`config.mk`:
```
export PLATFORM = sky130hd
export DESIGN_NAME = boyer_moore_search
export DESIGN_NICKNAME = d
export VERILOG_FILES = /design/src/rtl/bms_pkg.sv /design/src/rtl/boyer_moore_search.sv /design/src/rtl/bms_ctrl.sv /design/src/rtl/bms_datapath.sv
export SDC_FILE = /design/constraint.sdc
export NUM_CORES = 2
export LEC_CHECK = 0
export BUFFER_PORTS_ARGS = -buffer_cell sky130_fd_sc_hd__buf_2
export CAP_MARGIN = 40
export CORE_MARGIN = 2
export CORE_UTILIZATION = 40
export CTS_BUF_LIST = sky130_fd_sc_hd__clkbuf_4 sky130_fd_sc_hd__clkbuf_8 sky130_fd_sc_hd__clkbuf_16
export DETAILED_ROUTE_END_ITERATION = 10
export PLACE_DENSITY_LB_ADDON = 0.25
export SLEW_MARGIN = 40
export SYNTH_ARGS = -nofsm -noshare
export SYNTH_HDL_FRONTEND = slang
export SYNTH_SLANG_ARGS = --single-unit
```
`constraint.sdc`:
```
create_clock -name clk -period 9 [get_ports clk]
set_clock_uncertainty 0.2 [all_clocks]
set_input_delay 0.45 -clock clk [delete_from_list [all_inputs] [get_ports clk]]
set_output_delay 0.45 -clock clk [all_outputs]
set_load 0.02 [all_outputs]
```
`src/rtl/bms_pkg.sv`:
```
package bms_pkg;

	localparam int CFG_IDX_W  = 3;
	localparam int CFG_DATA_W = 64;
	localparam int REG_BYTES  = 32;

	localparam logic [CFG_IDX_W-1:0] CFG_LEN     = 3'd0;
	localparam logic [CFG_IDX_W-1:0] CFG_PAT_LO  = 3'd1;
	localparam logic [CFG_IDX_W-1:0] CFG_PAT_MLO = 3'd2;
	localparam logic [CFG_IDX_W-1:0] CFG_PAT_MHI = 3'd3;
	localparam logic [CFG_IDX_W-1:0] CFG_PAT_HI  = 3'd4;

	typedef struct packed {
		logic start_build;
		logic build_step;
		logic accept;
		logic load;
		logic cmp_step;
		logic finish;
	} bms_cmd_t;

	typedef struct packed {
		logic tables_ready;
		logic build_done;
		logic need_search;
		logic cmp_done;
		logic last_pending;
		logic out_free;
	} bms_status_t;

endpackage

```
`src/rtl/boyer_moore_search.sv`:
```
// Boyer-Moore first-occurrence search over a byte stream.
// Config port: cfg_we/cfg_index/cfg_data write pattern_len (0) and the four
// 64-bit pattern byte registers (1..4), byte 0 in the low bits. Write only
// while no text is in flight.
// Input stream s_*: one text byte per request, s_tlast on the final byte.
// Output stream m_*: one request per text, after the byte with s_tlast:
// found and the offset of the leftmost match (0 if none, saturating).
// Before the first byte of a text the pattern is latched and the good-suffix
// table built, one shift per cycle, pattern length capped at MAX_PATTERN;
// no input is accepted meanwhile. Each byte is then accepted in idle; one
// that completes an alignment is followed by a window RAM load and backward
// compares that read the RAM one byte a cycle; no byte is accepted until
// they end. m_tvalid is set by the finish state, after the last compare or
// the last byte's request if it needs none. The result sits in an output
// register; a stalled m_tready holds it and the block still accepts input
// until the next result must be written. Reset clears the control state and
// the per-text counters; the tables, window and compare registers need no
// clearing since they are written before use.
module boyer_moore_search #(
	parameter int MAX_PATTERN  = 32,
	parameter int WINDOW_DEPTH = 64,
	parameter int OFFSET_BITS  = 32
) (
	input  logic                                clk,
	input  logic                                arst_n,
	input  logic                                cfg_we,
	input  logic [bms_pkg::CFG_IDX_W-1:0]       cfg_index,
	input  logic [bms_pkg::CFG_DATA_W-1:0]      cfg_data,
	input  logic                                s_tvalid,
	output logic                                s_tready,
	input  logic [7:0]                          s_tdata,   // text_byte
	input  logic                                s_tlast,   // last
	output logic                                m_tvalid,
	input  logic                                m_tready,
	output logic [((OFFSET_BITS+8)/8)*8-1:0]    m_tdata    // found, match_offset
);
	import bms_pkg::*;

	localparam int OUT_W = ((OFFSET_BITS + 8) / 8) * 8;

	bms_cmd_t              cmd;
	bms_status_t           status;
	logic                  found;
	logic [OFFSET_BITS-1:0] offset;

	bms_ctrl u_ctrl (
		.clk      (clk),
		.arst_n   (arst_n),
		.s_tvalid (s_tvalid),
		.s_tlast  (s_tlast),
		.s_tready (s_tready),
		.status   (status),
		.cmd      (cmd)
	);

	bms_datapath #(
		.MAX_PATTERN  (MAX_PATTERN),
		.WINDOW_DEPTH (WINDOW_DEPTH),
		.OFFSET_BITS  (OFFSET_BITS)
	) u_dp (
		.clk        (clk),
		.arst_n     (arst_n),
		.cfg_we     (cfg_we),
		.cfg_index  (cfg_index),
		.cfg_data   (cfg_data),
		.text_byte  (s_tdata),
		.text_last  (s_tlast),
		.out_ready  (m_tready),
		.out_valid  (m_tvalid),
		.out_found  (found),
		.out_offset (offset),
		.cmd        (cmd),
		.status     (status)
	);

	assign m_tdata = OUT_W'({offset, found});

endmodule

```
`src/rtl/bms_ctrl.sv`:
```
module bms_ctrl (
	input  logic                 clk,
	input  logic                 arst_n,
	input  logic                 s_tvalid,
	input  logic                 s_tlast,
	output logic                 s_tready,
	input  bms_pkg::bms_status_t status,
	output bms_pkg::bms_cmd_t    cmd
);
	import bms_pkg::*;

	localparam logic [2:0] ST_IDLE  = 3'd0;
	localparam logic [2:0] ST_BUILD = 3'd1;
	localparam logic [2:0] ST_LOAD  = 3'd2;
	localparam logic [2:0] ST_CMP   = 3'd3;
	localparam logic [2:0] ST_FIN   = 3'd4;

	logic [2:0] state_q;
	logic [2:0] state_d;

	assign s_tready = (state_q == ST_IDLE) && status.tables_ready;

	always_comb begin
		cmd = '0;
		state_d = state_q;
		unique case (state_q)
			ST_IDLE: begin
				if (s_tvalid && status.tables_ready) begin
					cmd.accept = 1'b1;
					if (status.need_search) state_d = ST_LOAD;
					else if (s_tlast) state_d = ST_FIN;
				end else if (s_tvalid) begin
					cmd.start_build = 1'b1;
					state_d = ST_BUILD;
				end
			end
			ST_BUILD: begin
				cmd.build_step = 1'b1;
				if (status.build_done) state_d = ST_IDLE;
			end
			ST_LOAD: begin
				cmd.load = 1'b1;
				state_d = ST_CMP;
			end
			ST_CMP: begin
				cmd.cmp_step = 1'b1;
				if (status.cmp_done) state_d = status.last_pending ? ST_FIN : ST_IDLE;
			end
			ST_FIN: begin
				if (status.out_free) begin
					cmd.finish = 1'b1;
					state_d = ST_IDLE;
				end
			end
			default: state_d = ST_IDLE;
		endcase
	end

	always_ff @(posedge clk or negedge arst_n) begin
		if (!arst_n) state_q <= ST_IDLE;
		else state_q <= state_d;
	end

endmodule

```
`src/rtl/bms_datapath.sv`:
```
module bms_datapath #(
	parameter int MAX_PATTERN  = 32,
	parameter int WINDOW_DEPTH = 64,
	parameter int OFFSET_BITS  = 32
) (
	input  logic                           clk,
	input  logic                           arst_n,
	input  logic                           cfg_we,
	input  logic [bms_pkg::CFG_IDX_W-1:0]  cfg_index,
	input  logic [bms_pkg::CFG_DATA_W-1:0] cfg_data,
	input  logic [7:0]                     text_byte,
	input  logic                           text_last,
	input  logic                           out_ready,
	output logic                           out_valid,
	output logic                           out_found,
	output logic [OFFSET_BITS-1:0]         out_offset,
	input  bms_pkg::bms_cmd_t              cmd,
	output bms_pkg::bms_status_t           status
);
	import bms_pkg::*;

	localparam int N_W   = $clog2(MAX_PATTERN + 1);
	localparam int PI_W  = (MAX_PATTERN > 1) ? $clog2(MAX_PATTERN) : 1;
	localparam int GS_W  = (MAX_PATTERN > 1) ? $clog2(2 * MAX_PATTERN) : 1;
	localparam int WA_W  = $clog2(WINDOW_DEPTH);
	localparam int CNT_W = OFFSET_BITS + 1;
	localparam logic [WA_W-1:0] WA_LAST = WA_W'(WINDOW_DEPTH - 1);
	localparam logic [CNT_W-1:0] OFF_MAX = {1'b0, {OFFSET_BITS{1'b1}}};

	// configuration registers
	logic [5:0]            len_q;
	logic [CFG_DATA_W-1:0] preg_q [4];

	always_ff @(posedge clk or negedge arst_n) begin
		if (!arst_n) begin
			len_q <= '0;
			for (int i = 0; i < 4; i++) preg_q[i] <= '0;
		end else if (cfg_we) begin
			unique case (cfg_index)
				CFG_LEN:     len_q <= cfg_data[5:0];
				CFG_PAT_LO:  preg_q[0] <= cfg_data;
				CFG_PAT_MLO: preg_q[1] <= cfg_data;
				CFG_PAT_MHI: preg_q[2] <= cfg_data;
				CFG_PAT_HI:  preg_q[3] <= cfg_data;
				default: ;
			endcase
		end
	end

	// pattern and length to latch for the current text
	logic [N_W-1:0] n_new;
	logic [7:0]     pnew [MAX_PATTERN];
	assign n_new = ({26'd0, len_q} > MAX_PATTERN) ? N_W'(MAX_PATTERN) : N_W'(len_q);

	always_comb begin
		for (int i = 0; i < MAX_PATTERN; i++) begin
			if (i < REG_BYTES && i < n_new) pnew[i] = preg_q[i / 8][(i % 8) * 8 +: 8];
			else pnew[i] = 8'd0;
		end
	end

	logic [7:0]             p_q   [MAX_PATTERN];
	logic [7:0]             sp_q  [MAX_PATTERN];
	logic [MAX_PATTERN-1:0] spv_q;
	logic [MAX_PATTERN-1:0] done_q;
	logic [GS_W-1:0]        gs_q  [MAX_PATTERN];
	logic [N_W-1:0]         n_q;
	logic [N_W-1:0]         s_q;
	logic                   tables_ready_q;

	// good-suffix build: one shift s per cycle, all positions j at once
	logic [MAX_PATTERN-1:0] m_vec;
	logic [MAX_PATTERN-1:0] ok_vec;
	logic [MAX_PATTERN-1:0] low_mask;

	always_comb begin
		for (int k = 0; k < MAX_PATTERN; k++)
			m_vec[k] = !(k < n_q && spv_q[k]) || (sp_q[k] == p_q[k]);
		for (int j = 0; j < MAX_PATTERN; j++) begin
			low_mask = '0;
			for (int k = 0; k < MAX_PATTERN; k++) low_mask[k] = (k <= j);
			ok_vec[j] = (j < n_q) && (&(m_vec | low_mask))
				&& !(spv_q[j] && sp_q[j] == p_q[j]);
		end
	end

	assign status.build_done   = (s_q >= n_q);
	assign status.tables_ready = tables_ready_q;

	// per-text search state
	logic [CNT_W-1:0] cnt_q;
	logic [CNT_W-1:0] align_q;
	logic [CNT_W-1:0] t_q;
	logic [CNT_W-1:0] mpos_q;
	logic             seen_q;
	logic             last_q;
	logic [PI_W-1:0]  j_q;
	logic [WA_W-1:0]  wp_q;
	logic [WA_W-1:0]  r_q;
	logic [WA_W-1:0]  r_prev;
	logic [WA_W-1:0]  raddr;
	logic [7:0]       rdata_q;
	logic [7:0]       win_mem [WINDOW_DEPTH];

	assign r_prev = (r_q == '0) ? WA_LAST : r_q - 1'b1;
	assign raddr  = cmd.load ? r_q : r_prev;

	always_ff @(posedge clk) begin
		if (cmd.accept) win_mem[wp_q] <= text_byte;
		rdata_q <= win_mem[raddr];
	end

	// bad-character shift of the mismatching byte, from the pattern itself
	logic [N_W-1:0]   bc;
	logic [GS_W-1:0]  gs_j;
	logic [CNT_W-1:0] skip;
	logic             eq;

	always_comb begin
		bc = n_q;
		for (int i = 0; i < MAX_PATTERN; i++)
			if ((i + 1) < n_q && p_q[i] == rdata_q) bc = N_W'(n_q - N_W'(i) - 1'b1);
	end

	assign gs_j = gs_q[j_q];
	assign eq   = (rdata_q == p_q[j_q]);
	assign skip = (CNT_W'(bc) > CNT_W'(gs_j)) ? CNT_W'(bc) : CNT_W'(gs_j);

	assign status.need_search  = !seen_q && (n_q != '0) && (align_q == cnt_q);
	assign status.cmp_done     = !eq || (j_q == '0);
	assign status.last_pending = last_q;
	assign status.out_free     = !out_valid || out_ready;

	always_ff @(posedge clk) begin
		if (cmd.start_build) begin
			for (int i = 0; i < MAX_PATTERN; i++) begin
				p_q[i]  <= pnew[i];
				sp_q[i] <= (i >= 1) ? pnew[i - 1] : 8'd0;
			end
		end else if (cmd.build_step) begin
			for (int i = 0; i < MAX_PATTERN; i++) sp_q[i] <= (i >= 1) ? sp_q[i - 1] : 8'd0;
		end
		if (cmd.build_step) begin
			for (int j = 0; j < MAX_PATTERN; j++)
				if (!done_q[j] && (status.build_done || ok_vec[j]))
					gs_q[j] <= GS_W'(s_q) + GS_W'(n_q) - GS_W'(j) - 1'b1;
		end
		if (cmd.accept) begin
			r_q    <= wp_q;
			t_q    <= cnt_q;
			j_q    <= PI_W'(n_q - 1'b1);
			last_q <= text_last;
		end else if (cmd.cmp_step && eq) begin
			r_q <= r_prev;
			j_q <= j_q - 1'b1;
			if (j_q != '0) t_q <= t_q - 1'b1;
		end
	end

	always_ff @(posedge clk or negedge arst_n) begin
		if (!arst_n) begin
			n_q            <= '0;
			s_q            <= '0;
			spv_q          <= '0;
			done_q         <= '0;
			tables_ready_q <= 1'b0;
			cnt_q          <= '0;
			align_q        <= '0;
			mpos_q         <= '0;
			seen_q         <= 1'b0;
			wp_q           <= '0;
			out_valid      <= 1'b0;
			out_found      <= 1'b0;
			out_offset     <= '0;
		end else begin
			if (out_valid && out_ready && !cmd.finish) out_valid <= 1'b0;
			if (cmd.start_build) begin
				n_q    <= n_new;
				s_q    <= N_W'(1);
				spv_q  <= {{(MAX_PATTERN-1){1'b1}}, 1'b0};
				done_q <= '0;
			end else if (cmd.build_step) begin
				if (status.build_done) begin
					tables_ready_q <= 1'b1;
					align_q <= (n_q != '0) ? CNT_W'(n_q - 1'b1) : '0;
					if (n_q == '0) begin
						seen_q <= 1'b1;
						mpos_q <= '0;
					end
				end else begin
					s_q    <= s_q + 1'b1;
					spv_q  <= {spv_q[MAX_PATTERN-2 >= 0 ? MAX_PATTERN-2 : 0:0], 1'b0};
					done_q <= done_q | ok_vec;
				end
			end
			if (cmd.accept) begin
				if (cnt_q != '1) cnt_q <= cnt_q + 1'b1;
				wp_q <= (wp_q == WA_LAST) ? '0 : wp_q + 1'b1;
			end
			if (cmd.cmp_step) begin
				if (eq && j_q == '0) begin
					seen_q <= 1'b1;
					mpos_q <= t_q;
				end else if (!eq) begin
					align_q <= t_q + skip;
				end
			end
			if (cmd.finish) begin
				out_valid  <= 1'b1;
				out_found  <= seen_q;
				out_offset <= !seen_q ? '0 : (mpos_q > OFF_MAX) ? '1 : mpos_q[OFFSET_BITS-1:0];
				cnt_q          <= '0;
				align_q        <= '0;
				mpos_q         <= '0;
				seen_q         <= 1'b0;
				tables_ready_q <= 1'b0;
				wp_q           <= '0;
			end
		end
	end

endmodule
```
==> impl_metrics.ini <==
[run_status]
violations = design-rule violations
status = complete, but fails checks

[clocking]
tritoncts = built
clock_sinks = 1747
numCtsBuffers = 188
cts-root-buf = clkbuf_16
h-tree-depth = 4
cts_setup_buffers = 0
clk_pin_slew_ns = 0.06
clk_latency_ns = 0.89
ctsLongestPathBuffers = 3

[sta]
tns_ns = 0
hold_viol_final = 0
layout_min_cycle_time_ns = 8.433
timing.final.crit_share_pct = 93.70
rsz0062_at_grt = false
finalSetupViolCount = 0
slew_headroom_pct = 31.90
clock.fmax_ghz = 0.1186
tightest_slew_ns = 1.013
hold_ws_ns = 0.06838
maxSlewViolCount = 0

[power]
p_clk_share_pct = 22.1
leakagePower_nw = 35.30
seq_power_share_pct = 38.3
p_sw_mw = 14.33
swShare_pct = 39.85
intPower_mw = 21.62
power_density_mw_per_mm2 = 370.5
power_frac_comb_pct = 39.5
power.total_mw = 35.95
vdd_drop_max_mv = 0.2376

[finish]
finalNonFillerCells = 10080
final_area_mm2 = 0.09703
fin_nets = 7255
drive_above_1_share_pct = 19.59
final_cell_mix = edfxtp_1, nand2_1, mux2_2, dfrtp_1, xnor2_1
layout_commonest_cell = edfxtp_1
fillers = 19130
synthToLayoutAreaGrowth_pct = 13.75

[hold_path]
hp-start = s_tdata[0]
hp-class = in -> reg
hold_end = u_dp.win_mem[11][0]
whs_path_depth = 2

[critical_path]
slowest_delay_ns = 0.64
worstSetupPathType = reg -> reg
crit_path_end_kind = flop
worst_ep_arrival_time_ns = 8.97
cpMaxStageDelayCell = o31ai_1
start_kind = flop
cp_max_fo = 13
regToRegStartpoint = u_dp.n_q[5]
reg2regPathDepth = 34
rrSetupSlack_ns = 0.57
cp.required_ns = 9.54
r2r-end = u_dp.align_q[30]

[die]
die_area_mm2 = 0.2170
pin_count = 123
die_y_um = 465.8
start_util_pct = 40.22
fp-row-count = 169
die_w_um = 465.8
core_area_mm2 = 0.2121

[synthesis]
synth_area_leaders = edfxtp_1, dfrtp_1, mux2_2, xnor2_1, nand2_1
syn_area_mm2 = 0.08530
ys_seq_area_share_pct = 58.52
avgSynthCellArea_um2 = 12.22
ys.flop_type = edfxtp_1
async_flop_share_pct = 27.53
ys_warn_count = 0
synth_cell_type_count = 86
ys_seq_elements = 1747
netlist_instances = 6978
synth_edf_count = 1253
yosys.area.top_type_share_pct = 44.11
yosysTopAreaCell = edfxtp_1

[global_route]
grt.total_usage_pct = 26.01
grt_pass1_wl_um = 410200
grt_pass1_vias = 56090
grt_max_degree = 150
antenna_found_initial = 12
grt.overflow.total = 0

[placed_design]
dp.cells = 9646
place_congestion = 0.9905
placed_cell_area_mm2 = 0.08965
io_buffers = 115
detailed_place_hpwl_um = 206000

[detailed_routing]
drt-pass1-iter-count = 11
totalWireLength_um = 287200
drc_errors = 18
ant_nets = 0
drt_iter0_drc = 6509
vias = 58250
wl_per_cell_um = 28.50
viasPerCell = 5.779

[flow_run]
drv_cap = 0
[cells by family (layout without fill, tap and decap cells)]
family,after synthesis,after routing,synth area share [%]
adder cells (fa/ha/maj),79,79,1.176
XOR/XNOR,738,738,7.577
flip-flops,1747,1747,58.52
multiplexers,691,691,10.92
buffers and inverters,526,797,2.439
AND/OR/NAND/NOR,2320,2320,12.94
other,1,9,0.004396
AO/OA/AOI/OAI,876,876,6.417
[metrics by stage]
| step | setup WS, ns | utilization, % |
|---|---|---|
| after floorplan | 1.228 | - |
| after global placement | 0.4153 | 42.08 |
| after detailed placement | 0.5557 | 42.27 |
| after CTS | 0.4916 | 45.64 |
| after global routing | 0.1325 | 45.75 |
| final | 0.5674 | 45.75 |
[repair_timing]
action | CTS | global route
hold buffers | 75 | 0
setup endpoints to repair | 0 | 3
resized for setup | 0 | 1
endpoints found under the hold margin | 356 | 0
[critical path: cells and delay by family, from the launching register on]
| kind | cells | cell delay [ns] |
|---|---|---|
| buf+inv | 5 | 0.93 |
| simple gates | 8 | 1.63 |
| flops | 1 | 0.36 |
| compound gates | 16 | 3.86 |
| fa+ha+maj | 4 | 1.15 |
| xor+xnor | 1 | 0.17 |
[power by group through the flow]
stage | logic [mW] | registers (mW) | clock network [mW]
floorplan | 9.18 | 13.0 | 0
global placement | 13.8 | 13.8 | 0
detailed placement | 14.0 | 13.9 | 0
CTS | 14.1 | 13.7 | 8.07
global route | 15.2 | 13.9 | 8.41
finish | 14.2 | 13.8 | 7.96
[metal layers]
| layer | vias to the layer above | GRT usage, % | share of wire (%) |
|---|---|---|---|
| met4 | 2 | 9.617 | 4.0 |
| met1 | 29820 | 36.71 | 43 |
| met3 | 443 | 4.683 | 7.4 |
| met2 | 2385 | 40.06 | 45 |
| met5 | - | 0 | 0.0049 |
| li1 | 25600 | - | - |
[area by class of cell]
| class | instances | area, µm² | area share [%] |
|---|---|---|---|
| Antenna cell | 2 | 5.005 | 0.005158 |
| Clock buffer | 245 | 5201 | 5.360 |
| Clock inverter | 105 | 1199 | 1.235 |
| Inverter | 83 | 319.1 | 0.3288 |
| Multi-Input combinational cell | 4711 | 33910 | 34.94 |
| Sequential cell | 1747 | 49940 | 51.47 |
| Tap cell | 2821 | 3530 | 3.638 |
| Timing Repair Buffer | 364 | 2929 | 3.019 |
[cell usage after synthesis, types with 8 or more instances]
library cell	number
ha_1	77
xnor2_1	450
a31oi_1	43
buf_2	34
nand4_1	102
inv_1	76
o2111ai_1	8
nand2_1	919
dfrtp_1	481
nand3b_1	8
o22ai_1	10
a2111oi_0	15
o21ai_1	19
a211oi_1	38
or3_1	38
nor3_1	61
mux2i_1	31
nor2_1	283
mux2_2	520
o21ai_0	254
a22o_1	11
a21oi_1	216
and3_1	37
nand2b_1	23
o211ai_1	96
mux4_2	140
o21a_1	11
or4_1	9
xor2_1	288
o31ai_1	37
and2_1	159
a221oi_1	8
and4_1	14
edfxtp_1	1253
or2_2	10
buf_4	9
nand3_1	418
dfxtp_1	13
clkbuf_1	345
a21o_1	26
buf_1	51
nor2b_1	131
nor4_1	79
[worst max-delay path by stage]
stage               slack [ns]         startpoint           endpoint  cells after the start
CTS                       0.49        u_dp.n_q[5]   u_dp.align_q[22]                     34
finish                    0.57        u_dp.n_q[5]   u_dp.align_q[30]                     34
floorplan                 1.23  u_ctrl.state_q[2]  u_dp.sp_q[0][100]                      6
global placement          0.42    u_dp.rdata_q[5]   u_dp.align_q[30]                     29
global route              0.13        u_dp.n_q[5]   u_dp.align_q[22]                     33
detailed placement        0.56        u_dp.n_q[5]   u_dp.align_q[22]                     34
[registers in the layout (all words and copies together) (netlist names), 8 cells and up, named ones only]
| register | flops |
|---|---|
| u_dp.out_offset | 32 |
| u_dp.rdata_q | 8 |
| u_dp.align_q | 33 |
| u_dp.win_mem | 512 |
| u_dp.spv_q | 31 |
| u_dp.p_q | 256 |
| u_dp.cnt_q | 33 |
| u_dp.gs_q | 192 |
| u_dp.preg_q | 256 |
| u_dp.t_q | 33 |
| u_dp.done_q | 32 |
| u_dp.mpos_q | 33 |
| u_dp.sp_q | 248 |
Note: power is estimated with default switching activity, not from simulation.
